`src/hw/rtl/v3n_pkg.sv`:
```
// Shared widths, types and helpers for the vector normalize / axis snap block.
package v3n_pkg;

    localparam int DATA_W  = 32;            // component and result width
    localparam int SQ_W    = 2 * DATA_W;    // squared length width
    localparam int ROOT_W  = SQ_W / 2;      // floor square root width
    localparam int FRAC_W  = 30;            // Q1.30 fraction bits
    localparam int QUOT_W  = FRAC_W + 1;    // quotient magnitude fits in 2^30
    localparam int EPS_W   = 31;
    localparam int LANES   = 3;
    localparam int LAT     = 67;            // request to result, in cycles
    localparam logic [EPS_W-1:0] EPS_RESET = EPS_W'(1074);
    localparam logic signed [DATA_W-1:0] ONE_Q30 = DATA_W'(1) <<< FRAC_W;

    typedef struct packed {
        logic [ROOT_W-1:0] len;
        logic              zero;
    } t_meta;

    // {snap to +1, snap to -1}; +1 wins when both hold
    function automatic logic [1:0] snap_dir(input logic signed [DATA_W-1:0] u,
                                            input logic [EPS_W-1:0] eps);
        logic signed [DATA_W+1:0] e;
        logic signed [DATA_W+1:0] dp;
        logic signed [DATA_W+1:0] dm;
        logic                     plus;
        logic                     minus;
        e  = $signed({3'b000, eps});
        dp = (DATA_W+2)'(u) - (DATA_W+2)'(ONE_Q30);
        dm = (DATA_W+2)'(u) + (DATA_W+2)'(ONE_Q30);
        plus  = (dp >= -e) && (dp <= e);
        minus = (dm >= -e) && (dm <= e);
        return {plus, minus && !plus};
    endfunction

endpackage

```
`src/hw/rtl/v3n_sqrt.sv`:
```
// Pipelined floor square root, one root bit per stage, with a tag carried alongside.
module v3n_sqrt #(
    parameter int TAG_W = 1
) (
    input  logic                        i_clk,
    input  logic                        i_rst_n,
    input  logic                        i_valid,
    input  logic [v3n_pkg::SQ_W-1:0]    i_sq,
    input  logic [TAG_W-1:0]            i_tag,
    output logic                        o_valid,
    output logic [v3n_pkg::ROOT_W-1:0]  o_root,
    output logic [TAG_W-1:0]            o_tag
);
    import v3n_pkg::*;

    localparam int STAGES = ROOT_W;
    localparam int REM_W  = ROOT_W + 1;

    logic              r_vld  [STAGES];
    logic [REM_W-1:0]  r_rem  [STAGES];
    logic [ROOT_W-1:0] r_root [STAGES];
    logic [SQ_W-1:0]   r_n    [STAGES];
    logic [TAG_W-1:0]  r_tag  [STAGES];

    for (genvar s = 0; s < STAGES; s++) begin : g_stage
        logic              vld_in;
        logic [REM_W-1:0]  rem_in;
        logic [ROOT_W-1:0] root_in;
        logic [SQ_W-1:0]   n_in;
        logic [TAG_W-1:0]  tag_in;
        logic [REM_W+1:0]  rem_sh;
        logic [REM_W+1:0]  trial;
        logic [REM_W+1:0]  diff;
        logic              ge;

        if (s == 0) begin : g_first
            assign vld_in  = i_valid;
            assign rem_in  = '0;
            assign root_in = '0;
            assign n_in    = i_sq;
            assign tag_in  = i_tag;
        end else begin : g_next
            assign vld_in  = r_vld[s-1];
            assign rem_in  = r_rem[s-1];
            assign root_in = r_root[s-1];
            assign n_in    = r_n[s-1];
            assign tag_in  = r_tag[s-1];
        end

        always_comb begin
            rem_sh = {rem_in, n_in[SQ_W-1 -: 2]};
            trial  = {1'b0, root_in, 2'b01};
            ge     = rem_sh >= trial;
            diff   = rem_sh - trial;
        end

        always_ff @(posedge i_clk) begin
            if (!i_rst_n) begin
                r_vld[s] <= 1'b0;
            end else begin
                r_vld[s] <= vld_in;
            end
            r_rem[s]  <= ge ? diff[REM_W-1:0] : rem_sh[REM_W-1:0];
            r_root[s] <= {root_in[ROOT_W-2:0], ge};
            r_n[s]    <= {n_in[SQ_W-3:0], 2'b00};
            r_tag[s]  <= tag_in;
        end
    end

    assign o_valid = r_vld[STAGES-1];
    assign o_root  = r_root[STAGES-1];
    assign o_tag   = r_tag[STAGES-1];

endmodule

```
`config.mk`:
```
export PLATFORM = sky130hd
export DESIGN_NAME = v3n_sqrt
export DESIGN_NICKNAME = d
export VERILOG_FILES = /design/src/hw/rtl/v3n_pkg.sv /design/src/hw/rtl/v3n_sqrt.sv
export SDC_FILE = /design/constraint.sdc
export NUM_CORES = 2
export LEC_CHECK = 0
export BUFFER_PORTS_ARGS = -buffer_cell sky130_fd_sc_hd__buf_2
export CORE_MARGIN = 5
export CORE_UTILIZATION = 29
export DETAILED_ROUTE_END_ITERATION = 8
export GPL_TIMING_DRIVEN = 0
export PLACE_DENSITY = 0.47
export REMOVE_ABC_BUFFERS = 1
export SETUP_SLACK_MARGIN = 0.02
export SYNTH_ARGS = -nofsm -noshare
export SYNTH_HDL_FRONTEND = slang
export SYNTH_MEMORY_MAX_BITS = 65536
export SYNTH_SLANG_ARGS = --single-unit
```
`constraint.sdc`:
```
create_clock -name i_clk -period 4.15 [get_ports i_clk]
set_clock_uncertainty 0.2 [all_clocks]
set_input_delay 0.83 -clock i_clk [delete_from_list [all_inputs] [get_ports i_clk]]
set_output_delay 0.83 -clock i_clk [all_outputs]
set_load 0.05 [all_outputs]
```
==> metrics.md <==
| Metric | Value |
|---|---|
| Leak Pwr | 50.2 nW |
| Mean area per synthesized cell | 10.3 µm² |
| Synth-to-Final Area Change | 17.9% |
| Die height | about 570 µm |
| Hold WC Path Type | reg -> reg |
| Startpoint of the worst hold path | r_n[14][35] |
| CTS buffer count | about 300 |
| Final weighted congestion in routability-driven placement | between 0.8 and 0.9 |
| Root buf cell | sky130_fd_sc_hd__clkbuf_16 |
| Crit. End Element | register |
| Clock period minus worst slack | 4.08 ns |
| Vias per Instance | approximately 4.5 |
| RSZ-0062 raised after global routing | yes |
| Final setup violation count | 0 |
| Number of top-level pins | between 100 and 150 |
| Share of synthesized flip-flops with an asynchronous set or reset | 0% |
| Die W | 575 µm |
| DP Wirelength | 152000 µm |
| Required time of the critical path | 4.72 ns |
| Top_reg_cell synth | sky130_fd_sc_hd__dfxtp_1 |
| Reg clk slew, reported paths | 0.06 ns |
| Htree depth | 5 |
| Number of input and output port buffers inserted | 101 |
| Crit path top cell by count | sky130_fd_sc_hd__a21o_1 |
| Post-route non-filler standard cell count | 13800 |
| Vias after detailed routing | 62300 |
| Rel. slew slack | 6.56% |
| Cell row count | 207 |
| Total placed cells including tap cells | 13100 |
| Crit Path Category | reg -> reg |
| Outcome | complete, no violations |
| Clock power frac | 38.2% |
| Hold Crit Depth | 0 |
| Overflow after GRT | 0 |
| Pin count of the biggest net entering global routing | 58 |
| Total Die Area | 330000 µm² |
| Power per cell area | 624 nW/µm² |
| Max Slew Vio Count | 0 |
| Post-route core utilization | 34.3% |
| Layout Nets | 9975 |
| Fraction of final layout cells with drive strength greater than 1 | 8.82% |
| Total power of the final layout | 68.0 mW |
| CORE AREA | 318000 µm² |
| Flop-to-flop setup slack | 0.07 ns |
| Cell internal power dissipation | 49.1 mW |
| Post-synthesis instance area | 92400 µm² |
| Count of routing violations after the opening detailed-route iteration | 2740 |
| End point of the most critical hold path | r_n[15][37] |
| P_sw | 18.9 mW |
| Wire length of the first global-routing pass | around 330000 µm |
| Sequential Power Share | a little under half |
| WL final | 207000 µm |
| Hold Slack | 0.0982 ns |
| Critical path cell sequence | inv_1 > ha_1 > a21o_1 > a21o_1 > a211o_1 > a211oi_1 > a21o_1 > nor4_1 > o31ai_1 > or4b_2 > xnor2_1 |
| Routed WL per cell | 15.1 µm |
| Worst Setup Slack, final | 0.0733 ns |
| Critical Path Start Type | register |
| Placement-stage worst setup slack | -1.46 ns |
| Count of flip-flops with a built-in enable after synthesis | 0 |
| R2R cell count | 11 |
| Peak supply drop | 0.000399 V |
| Antenna violations before repair | 3 |
| Transition time of the tightest slew-check pin | 1.39 ns |
| Clk sink count | between 2000 and 3000 |
| DRT Pass-1 Iters | 7 |
| Reported max-cap violation count | 0 |
| Slowest cell on the critical path | sky130_fd_sc_hd__a211oi_1 |
| Share of the yosys chip area belonging to registers | 55.4% |
| Peak Freq | 245 MHz |
| R2R Path Start | r_root[4][101] |
| Worst path arrival time | 4.65 ns |
| Combinational Power Share | 15.6% |
| DRC viols | 0 |
| Clock latency reported for the late side of the worst-skew pair | 0.89 ns |
| Number of buffers between clock root and the deepest sink | 4 |
| Critical path fanouts, max | 5 |
| Distinct cell type count of the synthesized netlist | around 90 |
| Switching share of power | 27.9% |
| Hold Violations, Final | 0 |
| DRT antenna net count | 0 |
| Number of warning messages in the yosys log | 0 |
| Period utilisation layout | a little over nine tenths |
| Initial cell density of the core | 29.1% |
| Cell count after synthesis | 9012 |
| Worst r2r dst | r_rem[5][29] |
| Overall global routing resource usage | 12.2% |
| Slowest stage delay, CP | roughly 0.71 ns |
| Number of global-route vias before repair | 63900 |
| Yosys reg bits | 2559 |
| TritonCTS clock tree | yes |
==> state kept, by name, indices dropped and copies added (netlist names) <==
| signal | count |
|---|---|
| r_tag | 32 |
| r_rem | 975 |
| r_vld | 32 |
| r_n | 992 |
| r_root | 528 |
==> power groups by stage <==
| stage | Clock (mW) | Sequential [mW] | Combinational [mW] |
|---|---|---|---|
| floorplan | 0 | 31.0 | 8.16 |
| global placement | 0 | 31.9 | 10.3 |
| detailed placement | 0 | 32.0 | 10.4 |
| CTS | 27.2 | 31.4 | 10.6 |
| global route | 28.2 | 31.9 | 12.0 |
| finish | 26.0 | 31.4 | 10.6 |
==> cell usage after synthesis (all sizes together) (14+ instances only) <==
master,n,area (µm²)
dfxtp,2559,51200
inv,700,2630
nand2,599,2260
ha,561,7020
a21oi,543,2720
nor2,527,1980
o21ai,457,2290
xnor2,398,3490
xor2,392,3430
a21o,249,1870
nor3,219,1100
clkbuf,143,537
nand3,137,686
nor4,126,820
nand2b,124,776
or3,94,593
o21a,90,676
nor2b,89,557
mux2,85,957
nand4,85,532
or4,63,480
and2,61,382
a31oi,58,363
o31ai,58,435
and3,57,357
a211oi,55,418
o211ai,45,338
or2,42,263
buf,37,173
a21boi,32,240
o21bai,28,210
nand3b,20,150
nor3b,19,164
a211o,18,158
o41ai,17,149
a31o,15,131
mux2i,15,150
a311oi,14,123
==> layout by cell type, fill, tap and decap left out, types with 26 or more instances in the layout <==
cell type / n
sky130_fd_sc_hd__a21boi_0: 30
sky130_fd_sc_hd__o21bai_1: 28
sky130_fd_sc_hd__ha_1: 561
sky130_fd_sc_hd__clkbuf_8: 54
sky130_fd_sc_hd__or2_2: 40
sky130_fd_sc_hd__o21a_1: 90
sky130_fd_sc_hd__a21o_1: 249
sky130_fd_sc_hd__mux2_2: 83
sky130_fd_sc_hd__or3_1: 93
sky130_fd_sc_hd__buf_4: 26
sky130_fd_sc_hd__inv_1: 697
sky130_fd_sc_hd__nor2b_1: 88
sky130_fd_sc_hd__o21ai_0: 445
sky130_fd_sc_hd__a31oi_1: 55
sky130_fd_sc_hd__xnor2_1: 398
sky130_fd_sc_hd__nand2_1: 598
sky130_fd_sc_hd__nor4_1: 117
sky130_fd_sc_hd__nand3_1: 137
sky130_fd_sc_hd__nor2_1: 522
sky130_fd_sc_hd__dfxtp_1: 2559
sky130_fd_sc_hd__a211oi_1: 48
sky130_fd_sc_hd__clkbuf_1: 60
sky130_fd_sc_hd__nand4_1: 85
sky130_fd_sc_hd__xor2_1: 392
sky130_fd_sc_hd__clkinv_2: 44
sky130_fd_sc_hd__o31ai_1: 55
sky130_fd_sc_hd__nand2b_1: 123
sky130_fd_sc_hd__a21oi_1: 538
sky130_fd_sc_hd__o211ai_1: 45
sky130_fd_sc_hd__nor3_1: 217
sky130_fd_sc_hd__or4_1: 59
sky130_fd_sc_hd__and3_1: 56
sky130_fd_sc_hd__clkbuf_16: 301
sky130_fd_sc_hd__dlygate4sd3_1: 67
sky130_fd_sc_hd__and2_1: 58
sky130_fd_sc_hd__buf_2: 101
==> logic make-up (layout without fill, tap and decap cells) <==
kind of cell / Yosys count / after routing / share of synthesized area (%)
adder cells (fa/ha/maj): 561 / 561 / 7.59
AO/OA/AOI/OAI: 1803 / 1806 / 12.1
other: 1 / 7 / 0.00406
AND/OR/NAND/NOR: 2316 / 2321 / 12.5
multiplexers: 100 / 100 / 1.20
XOR/XNOR: 790 / 790 / 7.48
flip-flops: 2559 / 2559 / 55.4
buffers and inverters: 882 / 1440 / 3.62
==> worst max path at each step <==
stage / start / endpoint / slack (ns) / cells past startpoint
2_1_floorplan: r_root[4][96] / r_rem[5][29] / -2.77 / 12
3_3_place_gp: r_root[4][96] / r_rem[5][29] / -6.59 / 12
3_5_place_dp: r_root[4][40] / r_rem[4][73] / -1.46 / 11
4_1_cts: r_root[4][96] / r_rem[5][29] / 0.02 / 13
5_1_grt: r_root[4][96] / r_rem[5][29] / -0.009 / 13
6_report: r_root[4][101] / r_rem[5][29] / 0.07 / 11
==> worst max-delay path: cells and delay by family (launching register included) <==
family / cells / cell delay, ns
and+or+nand+nor: 2 / 0.73
DFF: 1 / 0.36
xor gates and xnor gates: 1 / 0.15
AOI/OAI and AO/OA: 6 / 2.13
buffers and inverters: 1 / 0.06
adders and majority gates: 1 / 0.35
==> per-stage QoR <==
| step | setup TNS, ns | area [µm²] |
|---|---|---|
| floorplan | -146.68 | 91700 |
| global placement | -902.99 | 97500 |
| detailed placement | -76.24 | 97900 |
| CTS | 0 | 109000 |
| global route | -0.00935 | 109000 |
| finish | 0 | 109000 |
==> repair_timing <==
| item | CTS | global route |
|---|---|---|
| cloned | 3 | 6 |
| endpoints found under the setup margin | 235 | 241 |
| hold endpoints to repair | 67 | 0 |
| setup buffers | 9 | 10 |
| hold buffers | 67 | 0 |
| gates resized for setup | 44 | 36 |
| pin swaps | 6 | 8 |
==> routing by layer <==
metal  vias to the layer above  global-route usage, %  wire (µm)
met5                         -                      0          0
met4                         0                   6.80      12300
met3                       556                   1.94       7880
met2                      1206                   22.0     102000
met1                     28900                   13.6      85500
li1                      31600                      -          -
==> area by class of cell <==
| cell class | count | area (µm²) |
|---|---|---|
| clock inverters | 116 | 1400 |
| clock buffers | 415 | 8500 |
| multi-input cells | 5579 | 38400 |
| fillers | 31700 | 209000 |
| well taps | 4180 | 5230 |
| inverters | 702 | 2650 |
| flip-flops and latches | 2559 | 51200 |
| diodes | 6 | 15.0 |
| repair inverters | 1 | 5.00 |
| repair buffers | 206 | 1590 |
Note: power is estimated with default switching activity, not from simulation.
