===== src/hw/rtl/v3n_pkg.sv =====
// Shared widths, types and helpers for the vector normalize / axis snap block.
package v3n_pkg;

    localparam int DATA_W  = 32;            // component and result width
    localparam int SQ_W    = 2 * DATA_W;    // squared length width
    localparam int ROOT_W  = SQ_W / 2;      // floor square root width
    localparam int FRAC_W  = 30;            // Q1.30 fraction bits
    localparam int QUOT_W  = FRAC_W + 1;    // quotient magnitude fits in 2^30
    localparam int EPS_W   = 31;
    localparam int LANES   = 3;
    localparam int LAT     = 67;            // request to result, in cycles
    localparam logic [EPS_W-1:0] EPS_RESET = EPS_W'(1074);
    localparam logic signed [DATA_W-1:0] ONE_Q30 = DATA_W'(1) <<< FRAC_W;

    typedef struct packed {
        logic [ROOT_W-1:0] len;
        logic              zero;
    } t_meta;

    // {snap to +1, snap to -1}; +1 wins when both hold
    function automatic logic [1:0] snap_dir(input logic signed [DATA_W-1:0] u,
                                            input logic [EPS_W-1:0] eps);
        logic signed [DATA_W+1:0] e;
        logic signed [DATA_W+1:0] dp;
        logic signed [DATA_W+1:0] dm;
        logic                     plus;
        logic                     minus;
        e  = $signed({3'b000, eps});
        dp = (DATA_W+2)'(u) - (DATA_W+2)'(ONE_Q30);
        dm = (DATA_W+2)'(u) + (DATA_W+2)'(ONE_Q30);
        plus  = (dp >= -e) && (dp <= e);
        minus = (dm >= -e) && (dm <= e);
        return {plus, minus && !plus};
    endfunction

endpackage


===== src/hw/rtl/v3n_merge.sv =====
// Merge stage: applies signs, picks the first snapping axis, clears the unit for a zero input, registers the result.
module v3n_merge (
    input  logic                               i_clk,
    input  logic                               i_rst_n,
    input  logic                               i_valid,
    input  logic [v3n_pkg::QUOT_W-1:0]         i_quot [v3n_pkg::LANES],
    input  logic [v3n_pkg::LANES-1:0]          i_sgn,
    input  v3n_pkg::t_meta                     i_meta,
    input  logic [v3n_pkg::EPS_W-1:0]          i_eps,
    output logic                               o_valid,
    output logic signed [v3n_pkg::DATA_W-1:0]  o_unit [v3n_pkg::LANES],
    output logic [v3n_pkg::ROOT_W-1:0]         o_magnitude,
    output logic                               o_zero_input
);
    import v3n_pkg::*;

    logic signed [DATA_W-1:0] u      [LANES];
    logic [1:0]               dir    [LANES];
    logic signed [DATA_W-1:0] n_unit [LANES];
    logic                     taken;

    logic                     r_valid;
    logic signed [DATA_W-1:0] r_unit [LANES];
    logic [ROOT_W-1:0]        r_mag;
    logic                     r_zero;

    always_comb begin
        taken = 1'b0;
        for (int i = 0; i < LANES; i++) begin
            u[i]   = i_sgn[i] ? -$signed(DATA_W'(i_quot[i])) : $signed(DATA_W'(i_quot[i]));
            dir[i] = snap_dir(u[i], i_eps);
            n_unit[i] = u[i];
        end
        // first axis in x, y, z order that snaps wins, the others clear
        for (int i = 0; i < LANES; i++) begin
            if (!taken && (dir[i] != 2'b00)) begin
                taken = 1'b1;
                for (int j = 0; j < LANES; j++) begin
                    n_unit[j] = '0;
                end
                n_unit[i] = dir[i][1] ? ONE_Q30 : -ONE_Q30;
            end
        end
        if (i_meta.zero) begin
            for (int i = 0; i < LANES; i++) begin
                n_unit[i] = '0;
            end
        end
    end

    always_ff @(posedge i_clk) begin
        if (!i_rst_n) begin
            r_valid <= 1'b0;
        end else begin
            r_valid <= i_valid;
        end
        r_unit <= n_unit;
        r_mag  <= i_meta.len;
        r_zero <= i_meta.zero;
    end

    assign o_valid      = r_valid;
    assign o_unit       = r_unit;
    assign o_magnitude  = r_mag;
    assign o_zero_input = r_zero;

endmodule


===== config.mk =====
export PLATFORM = sky130hd
export DESIGN_NAME = v3n_merge
export DESIGN_NICKNAME = d
export VERILOG_FILES = /design/src/hw/rtl/v3n_pkg.sv /design/src/hw/rtl/v3n_merge.sv
export SDC_FILE = /design/constraint.sdc
export NUM_CORES = 1
export LEC_CHECK = 0
export BUFFER_PORTS_ARGS = -buffer_cell sky130_fd_sc_hd__clkbuf_2
export CORE_AREA = 2 2 148 150
export DETAILED_ROUTE_END_ITERATION = 12
export DIE_AREA = 0 0 150 152
export PLACE_DENSITY = 0.88
export SLEW_MARGIN = 5
export SYNTH_ARGS = -nofsm -noshare
export SYNTH_HDL_FRONTEND = slang
export SYNTH_SLANG_ARGS = --single-unit

===== constraint.sdc =====
create_clock -name i_clk -period 6.2 [get_ports i_clk]
set_clock_uncertainty 0.1 [all_clocks]
set_input_delay 0.93 -clock i_clk [delete_from_list [all_inputs] [get_ports i_clk]]
set_output_delay 0.93 -clock i_clk [all_outputs]
set_load 0.05 [all_outputs]

==> results of run 1 <==
cells in the mapped netlist (all sizes together), types with 4 or more instances:
master / n / area (um^2)
a2111oi: 5 / 45.04
a211oi: 11 / 82.58
a21o: 24 / 180.2
a21oi: 71 / 355.3
a221oi: 7 / 61.31
a31oi: 4 / 25.02
a41oi: 4 / 35.03
and4: 8 / 70.07
buf: 14 / 65.06
clkbuf: 25 / 93.84
dfxtp: 130 / 2603
ha: 214 / 2678
inv: 70 / 262.8
nand2: 94 / 352.8
nand2b: 10 / 70.06
nand3: 18 / 90.09
nand4: 43 / 269.0
nor2: 40 / 150.1
nor2b: 8 / 50.05
nor3: 34 / 180.2
nor4: 22 / 137.6
nor4b: 87 / 777.0
o211ai: 8 / 60.06
o21a: 4 / 30.03
o21ai: 60 / 300.3
o221ai: 4 / 35.03
o31a: 4 / 35.03
o31ai: 28 / 234.0
o41ai: 13 / 113.9
or3: 12 / 90.08
or4: 15 / 120.1
xnor2: 111 / 972.2
registers in the layout, summed over array words and instances, names as in the netlist:
signal	flops
o_zero_input	1
o_magnitude	32
o_valid	1
o_unit	96
cell families after synthesis:
logic type / count (synthesis)
flops: 130
mux: 1
xor+xnor: 114
compound gates: 270
fa+ha+maj: 214
simple gates: 410
buf+inv: 109
routing by layer:
layer	global-route usage, %	up-vias	share of wire (%)
met5	0	-	0
met4	21.20	0	6.7
met3	5.976	182	7.8
met2	55.73	632	48
met1	36.16	5408	38
li1	-	5443	-
timing repair:
item                                    CTS  global route
endpoints found under the setup margin    0            32
setup buffers                             0             8
hold endpoints to repair                  0             0
hold buffers                              0             0
final timing paths:
check                 slack, ns              to  depth (start not counted)       start
worst max-delay path       0.40      o_unit[34]                         20  i_quot[37]
worst min-delay path       0.49  o_magnitude[7]                          1   i_meta[8]
per-stage QoR:
stage	setup TNS [ns]	utilization [%]	hold WS (ns)	area (um^2)
2_1_floorplan	0	-	0.8577	11010
6_report	0	65.30	0.4920	13940
3_3_place_gp	0	61.93	0.9330	13220
5_1_grt	0	65.28	0.4843	13940
3_5_place_dp	-1.773	61.93	0.9339	13220
4_1_cts	0	64.93	0.4855	13860
cell type report:
class                   instances  area [um^2]  area share [%]
multi-input cells            1009         8005           57.42
repair buffers                357         2074           14.88
clock buffers                  18        429.2           3.078
inverters                      70        262.8           1.885
well taps                     280        350.3           2.513
clock inverters                13        211.5           1.517
diodes                          2        5.005         0.03590
flip-flops and latches        130         2603           18.67
where the power goes:
group / switching (mW) / leakage, nW / total, mW / internal, mW
clock: 0.408 / 0.310 / 1.12 / 0.712
sequential: 0.0176 / 1.06 / 0.904 / 0.886
combinational: 0.850 / 5.04 / 1.33 / 0.480
total: 1.28 / 6.42 / 3.35 / 2.08
==> results_dict.tcl, run 1 <==
set metrics [dict create \
    synth_seq_area_share_pct 23.64 \
    synth_enable_flop_cells 0 \
    cts-root-to-sink-buffers 2 \
    drt_iter0_drc 1031 \
    drc 0 \
    cts_resized 0 \
    finish.net_count 1962 \
    routed_wl_um 38170 \
    final_antenna_net_count 0 \
    path_cells "clkbuf_2 -> or4_4 -> or4_1 -> or3_4 -> nor3_2 -> nand3_1 -> o31a_1 -> inv_1 -> ha_1 -> inv_1 -> ha_1 -> a21oi_1 -> a21oi_1 -> a211oi_1 -> o221ai_1 -> a311oi_1 -> a211oi_1 -> a31o_2 -> buf_12 -> nor4b_1" \
    row_count 54 \
    synth_compound_gate_area_share_pct 16.30 \
    vias 11665 \
    yosys_warning_total 0 \
    critical_path.slowest_cell "sky130_fd_sc_hd__or4_4" \
    crit_buf_inv 4 \
    synth_top_family_by_area "adder cells" \
    synth_adder_area_share_pct 24.33 \
    grt_pass1_vias 11147 \
    grt_overflow_total 0 \
    synthesis.nets 1625 \
    io_buffer_count 292 \
    grt_max_degree 37 \
    muxShareOfSynthArea_pct 0.1023 \
    synthXorXnorAreaFrac_pct 9.071 \
    dr.pass1.iters 6 \
    syn2layout_area_growth_pct 26.66 \
    pre_cts_slack_ns -0.07102 \
    outcome "completed" \
    initial_antenna_violation_count 1 \
    timing.final.crit_share_pct 93.55 \
    required_ns 6.39 \
    synth_cell_type_count 69 \
    synthArstFlopShare_pct 0 \
    max-vdd-ir-drop_mv 0.2043 \
    track_usage_pct 32.38 \
    worst-setup-path-type "input port to flop" \
    die_w_um 150 \
    post_synth_instance_area_mm2 0.01101 \
    layout.filler_cells 1730 \
    gp_routability_congestion 0.9596 \
    post-route-min-period_ns 5.800 \
    leakage_nw 6.415 \
    fmax_ghz 0.1724 \
    worst_slew_pin_slew_ns 0.7870 \
    wl_per_cell_um 20.32 \
    via_per_inst 6.208 \
    area_fraction_in_and_or_nand_and_nor_cells_after_synthesis_pct 22.72 \
    floorplan.core_area_mm2 0.02135 \
    min-delay-path-class "input port to flop" \
    critical-path-top-delay-family "simple AND/OR/NAND/NOR gates" \
    worst_setup_path_end_kind "flop" \
    placed_cells_incl_taps 1838 \
    timing.final.ws_setup_ns 0.4002 \
    timing.final.hold_violations 0 \
    root_buffer "sky130_fd_sc_hd__clkbuf_16" \
    timing.critical_path.from_type "input port" \
    mostFrequentLayoutCell "sky130_fd_sc_hd__clkbuf_2" \
    dominantRegCellSynth "sky130_fd_sc_hd__dfxtp_1" \
    cts_tree "built" \
    slowest_delay_ns 0.57 \
    cts.clk_slew.worst_paths_ns 0.07 \
    grt_setup_unrepaired "false" \
    power_density_mw_per_mm2 240.6 \
    setup_violations 0 \
    critPathArrivalTime_ns 5.99 \
    die_area_mm2 0.02280 \
    finalPower_mw 3.354 \
    timing.slew.headroom_pct 47.53 \
    layout.cells.most_common_list "sky130_fd_sc_hd__clkbuf_2 (292), sky130_fd_sc_hd__ha_1 (214), sky130_fd_sc_hd__dfxtp_1 (130)" \
    start_util_pct 51.55 \
    yosys_register_bits 130 \
    post_synth_inst_count 1248 \
    max-cap-violations 0 \
    ios 293 \
    h-tree-depth 4 \
    postSynthAreaPerCell_um2 8.820 \
    final-max-slew-violation-count 0 \
    tritoncts_buffer_count 17 \
    finish.cell_count_without_fillers 1879 \
    post-dp-hpwl_um 30650 \
    vertical_extent_of_the_die_um 152 \
    grt_first_pass_wirelength_um 57970 \
    fraction_of_layout_instances_using_a_drive_strength_above_1_pct 25.49 \
    worstPathMaxFanout 36 \
    cts_num_sinks 130 \
]
Power figures use the tool's default switching activity.
==> run 2, diff against run 1 <==
--- a/config.mk
+++ b/config.mk
@@ -6,10 +6,10 @@
 export NUM_CORES = 1
 export LEC_CHECK = 0
 export BUFFER_PORTS_ARGS = -buffer_cell sky130_fd_sc_hd__clkbuf_2
-export CORE_AREA = 2 2 148 150
+export CORE_AREA = 2 2 160 162
 export DETAILED_ROUTE_END_ITERATION = 12
-export DIE_AREA = 0 0 150 152
-export PLACE_DENSITY = 0.88
+export DIE_AREA = 0 0 162 164
+export PLACE_DENSITY = 0.78
 export SLEW_MARGIN = 5
 export SYNTH_ARGS = -nofsm -noshare
 export SYNTH_HDL_FRONTEND = slang
==> run 2 against run 1 <==
  * Sequential power hardly changed
  * Power is 1.9% lower
  * Clock power hardly changed
  * Sequential share of layout area is 0.14 points higher
  * Global-route usage is 4.8 points lower
  * Maximum frequency is 2.2% lower
  * Setup slack worse by 0.13 ns
==> results_dict.tcl, run 2 (same netlist as run 1, synthesis figures left out) <==
set metrics [dict create \
    drt_iter0_drc 873 \
    grt_pass1_vias 10608 \
    syn2layout_area_growth_pct 25.71 \
    fmax_ghz 0.1686 \
    critical-path-top-delay-family "simple AND/OR/NAND/NOR gates" \
    critical_path.slowest_cell "sky130_fd_sc_hd__nor4_1" \
    final_antenna_net_count 0 \
    required_ns 6.41 \
    vertical_extent_of_the_die_um 164 \
    post-cts-setup-buffers 0 \
    max-vdd-ir-drop_mv 0.1881 \
    final-max-slew-violation-count 0 \
    utilization_after_layout_pct 55.75 \
    cts.clk_slew.worst_paths_ns 0.06 \
    cts_num_sinks 130 \
    mostFrequentLayoutCell "sky130_fd_sc_hd__clkbuf_2" \
    timing.final.hold_violations 0 \
    drc 0 \
    finish.net_count 1941 \
    timing.slew.headroom_pct 34.72 \
    grt_overflow_total 0 \
    grt_max_degree 74 \
    largest_reg_flops 96 \
    tritoncts_buffer_count 17 \
    min-delay-path-class "input port to flop" \
    gp_routability_congestion 0.9825 \
    critPathArrivalTime_ns 6.14 \
    cts-root-to-sink-buffers 2 \
    io_buffer_count 292 \
    pre_cts_slack_ns -0.05806 \
    placed_cells_incl_taps 1875 \
    max-cap-violations 0 \
    cts_resized 0 \
    worst-setup-path-type "input port to flop" \
    outcome "completed" \
    row_count 58 \
    worstPathMaxFanout 24 \
    fraction_of_layout_instances_using_a_drive_strength_above_1_pct 24.67 \
    crit_buf_inv 4 \
    timing.critical_path.from_type "input port" \
    wl_per_cell_um 19.75 \
    routed_wl_um 37710 \
    grt_setup_unrepaired "false" \
    final-seq-area_mm2 0.002603 \
    finish.cell_count_without_fillers 1909 \
    post-dp-hpwl_um 30980 \
    die_w_um 162 \
    power_density_mw_per_mm2 237.9 \
    timing.final.ws_setup_ns 0.2673 \
    layout.cells.most_common_list "sky130_fd_sc_hd__clkbuf_2 (292), sky130_fd_sc_hd__ha_1 (214), sky130_fd_sc_hd__dfxtp_1 (130)" \
    post-route-min-period_ns 5.933 \
    die_area_mm2 0.02657 \
    ios 293 \
    root_buffer "sky130_fd_sc_hd__clkbuf_16" \
    start_util_pct 44.35 \
    slowest_delay_ns 0.76 \
    multi_input_comb_area_mm2 0.008026 \
    layout.filler_cells 2261 \
    setup_violations 0 \
    worst_setup_path_end_kind "flop" \
    path_cells "clkbuf_2 -> or4_1 -> or3_1 -> or4_1 -> nand2b_1 -> nor2_1 -> nand2_1 -> nor4_1 -> ha_1 -> inv_1 -> a21oi_1 -> a211oi_1 -> o221ai_1 -> a311oi_1 -> a211oi_1 -> buf_4 -> a31o_4 -> buf_12 -> nor4b_1" \
    initial_antenna_violation_count 0 \
    timing.final.crit_share_pct 95.69 \
    via_per_inst 5.885 \
    track_usage_pct 27.63 \
    hold_buffers 0 \
    grt_first_pass_wirelength_um 57130 \
    cts_tree "built" \
    floorplan.core_area_mm2 0.02482 \
    h-tree-depth 4 \
    dr.pass1.iters 5 \
    vias 11234 \
    worst_slew_pin_slew_ns 0.9703 \
    leakage_nw 6.299 \
]
run 2: power by group:
group	switching [mW]	internal, mW	total, mW
Clock	0.405	0.708	1.11
Combinational	0.831	0.443	1.27
Sequential	0.0184	0.886	0.905
run 2: layout make-up:
cell class                 instances  area share [%]
sequential                       130           18.81
multi-input combinational       1009           58.01
tap                              330           2.984
timing repair buffer             336           13.58
antenna                            2         0.03617
inverter                          70           1.899
clock buffer                      21           3.400
clock inverter                    11           1.284
run 2: final timing paths:
path / start / end / slack, ns / cells past startpoint
max: i_eps[15] / o_unit[18] / 0.27 / 19
min: i_meta[19] / o_magnitude[18] / 0.50 / 1
run 2: per-layer routing:
metal  wire length (um)  vias up  track usage [%]  share of wire (%)
li1                   -     5396                -                  -
met1              15250     5276            32.04                 40
met2              18600      452            49.42                 49
met3               2188      110            4.268                5.8
met4               1677        0            13.96                4.4
met5                  0        -                0                  0
run 2: stage by stage:
step	total power [mW]	hold slack [ns]	TNS, ns	cell area (um^2)
floorplan	1.746	0.8577	0	11010
global placement	2.142	0.9325	-1.653	13170
detailed placement	2.170	0.9339	-0.8017	13170
CTS	3.283	0.4928	0	13820
global route	3.453	0.4884	0	13830
finish	3.292	0.5022	0	13840
==> run 3, diff against run 2 <==
--- a/config.mk
+++ b/config.mk
@@ -9,7 +9,7 @@
 export CORE_AREA = 2 2 160 162
 export DETAILED_ROUTE_END_ITERATION = 12
 export DIE_AREA = 0 0 162 164
-export PLACE_DENSITY = 0.78
+export PLACE_DENSITY_LB_ADDON = 0.15
 export SLEW_MARGIN = 5
 export SYNTH_ARGS = -nofsm -noshare
 export SYNTH_HDL_FRONTEND = slang
==> run 3 against run 2 <==
  * Largest power group unchanged
  * Global-route usage grew 0.59 points
  * Combinational power is essentially flat
  * Sequential cell count is the same
  * Clock power is essentially flat
  * Maximum frequency grew 0.72%
  * Final cell count grew 1.3%
==> results_dict.tcl, run 3 (same netlist as run 1, synthesis figures left out) <==
set metrics [dict create \
    grt_max_degree 53 \
    outcome "completed" \
    worst-setup-path-type "input port to flop" \
    io_buffer_count 292 \
    worst_setup_path_end_kind "flop" \
    timing.final.crit_share_pct 95.01 \
    die_area_mm2 0.02657 \
    floorplan.core_area_mm2 0.02482 \
    post-route-min-period_ns 5.890 \
    via_per_inst 5.752 \
    h-tree-depth 4 \
    wl_per_cell_um 19.73 \
    post-dp-hpwl_um 31470 \
    worstPathMaxFanout 29 \
    setup_violations 0 \
    placed_cell_area_mm2 0.01335 \
    finish.net_count 1967 \
    min-delay-path-class "input port to flop" \
    fin_setup_tns_ns 0 \
    largest_reg_flops 96 \
    utilization_after_layout_pct 56.40 \
    cts.clk_slew.worst_paths_ns 0.06 \
    worst_slew_pin_slew_ns 0.6523 \
    layout.cells.most_common_list "sky130_fd_sc_hd__clkbuf_2 (292), sky130_fd_sc_hd__ha_1 (214), sky130_fd_sc_hd__dfxtp_1 (130)" \
    timing.slew.headroom_pct 56.51 \
    cts_num_sinks 130 \
    initial_antenna_violation_count 1 \
    cts_resized 0 \
    timing.final.ws_setup_ns 0.3096 \
    required_ns 6.41 \
    vertical_extent_of_the_die_um 164 \
    start_util_pct 44.35 \
    drc 0 \
    ios 293 \
    power_density_mw_per_mm2 236.0 \
    layout.filler_cells 2347 \
    grt_pass1_vias 10481 \
    leakage_nw 6.409 \
    dr.pass1.iters 6 \
    critPathArrivalTime_ns 6.10 \
    mostFrequentLayoutCell "sky130_fd_sc_hd__clkbuf_2" \
    grt_setup_unrepaired "false" \
    syn2layout_area_growth_pct 27.17 \
    root_buffer "sky130_fd_sc_hd__clkbuf_16" \
    timing.critical_path.from_type "input port" \
    fraction_of_layout_instances_using_a_drive_strength_above_1_pct 25.84 \
    design_area_mm2 0.01400 \
    gp_routability_congestion 0.9539 \
    cts_tree "built" \
    post-cts-setup-buffers 0 \
    track_usage_pct 28.23 \
    grt_first_pass_wirelength_um 57840 \
    hold_buffers 0 \
    finalPower_mw 3.303 \
    fmax_ghz 0.1698 \
    final_antenna_net_count 0 \
    row_count 58 \
    max-vdd-ir-drop_mv 0.1536 \
    routed_wl_um 38130 \
    vias 11118 \
    tritoncts_buffer_count 17 \
    grt_overflow_total 0 \
    drt_iter0_drc 857 \
    cts-root-to-sink-buffers 2 \
    timing.final.hold_violations 0 \
    pre_cts_slack_ns -0.03845 \
    die_w_um 162 \
    max-cap-violations 0 \
    final-max-slew-violation-count 0 \
]
run 3: cell count changes in the layout (fill, tap and decap cells not counted), sizes merged:
cell	change
clkbuf	-2
inv	+1
diode	-1
clkinvlp	+1
clkinv	-1
buf	+26
run 3: stage by stage:
step,hold WS [ns],cells
after detailed placement,0.9340,1901
after global placement,0.9336,1901
final,0.4941,1933
after floorplan,0.8577,1248
after CTS,0.4860,1932
after global routing,0.4810,1933
run 3: final timing paths:
path	start	to	slack, ns	cells past startpoint
setup / recovery	i_eps[13]	o_unit[14]	0.31	20
hold / removal	i_meta[18]	o_magnitude[17]	0.49	1
run 3: per-layer routing:
metal  GRT usage [%]  share of wire [%]  vias to the layer above
li1                -                  -                     5460
met1           33.41                 42                     5157
met2           50.27                 49                      422
met3           5.631                6.1                       79
met4           10.90                3.3                        0
met5               0                  0                        -
run 3: final cells by class:
| type | count | area [um^2] | area share, % |
|---|---|---|---|
| Antenna cell | 1 | 2.502 | 0.01788 |
| Clock buffer | 19 | 452.9 | 3.236 |
| Clock inverter | 12 | 181.4 | 1.296 |
| Inverter | 70 | 262.8 | 1.877 |
| Multi-Input combinational cell | 1009 | 8020 | 57.30 |
| Sequential cell | 130 | 2603 | 18.59 |
| Tap cell | 330 | 412.9 | 2.950 |
| Timing Repair Buffer | 362 | 2062 | 14.73 |
run 3: critical path, cell delays in order:
cell and delay, ns:
sky130_fd_sc_hd__clkbuf_2 0.15, sky130_fd_sc_hd__or4_1 0.61, sky130_fd_sc_hd__or3_1 0.41, sky130_fd_sc_hd__or4_1 0.48, sky130_fd_sc_hd__nand2b_1 0.24, sky130_fd_sc_hd__nor2_1 0.19
sky130_fd_sc_hd__nand2_1 0.14, sky130_fd_sc_hd__nor2_1 0.14, sky130_fd_sc_hd__xnor2_1 0.12, sky130_fd_sc_hd__ha_1 0.32, sky130_fd_sc_hd__nand4_1 0.19, sky130_fd_sc_hd__nor3_1 0.40
sky130_fd_sc_hd__nor4bb_2 0.53, sky130_fd_sc_hd__a21oi_1 0.08, sky130_fd_sc_hd__and3_1 0.21, sky130_fd_sc_hd__o31a_1 0.35, sky130_fd_sc_hd__o21ai_4 0.09, sky130_fd_sc_hd__buf_12 0.22
sky130_fd_sc_hd__buf_4 0.21, sky130_fd_sc_hd__nor4b_1 0.07
run 3: report_power, final:
part / internal (mW) / leakage, nW / switching (mW)
Combinational: 0.452 / 5.05 / 0.830
Clock: 0.694 / 0.298 / 0.424
Sequential: 0.886 / 1.06 / 0.0173
Total: 2.03 / 6.41 / 1.27
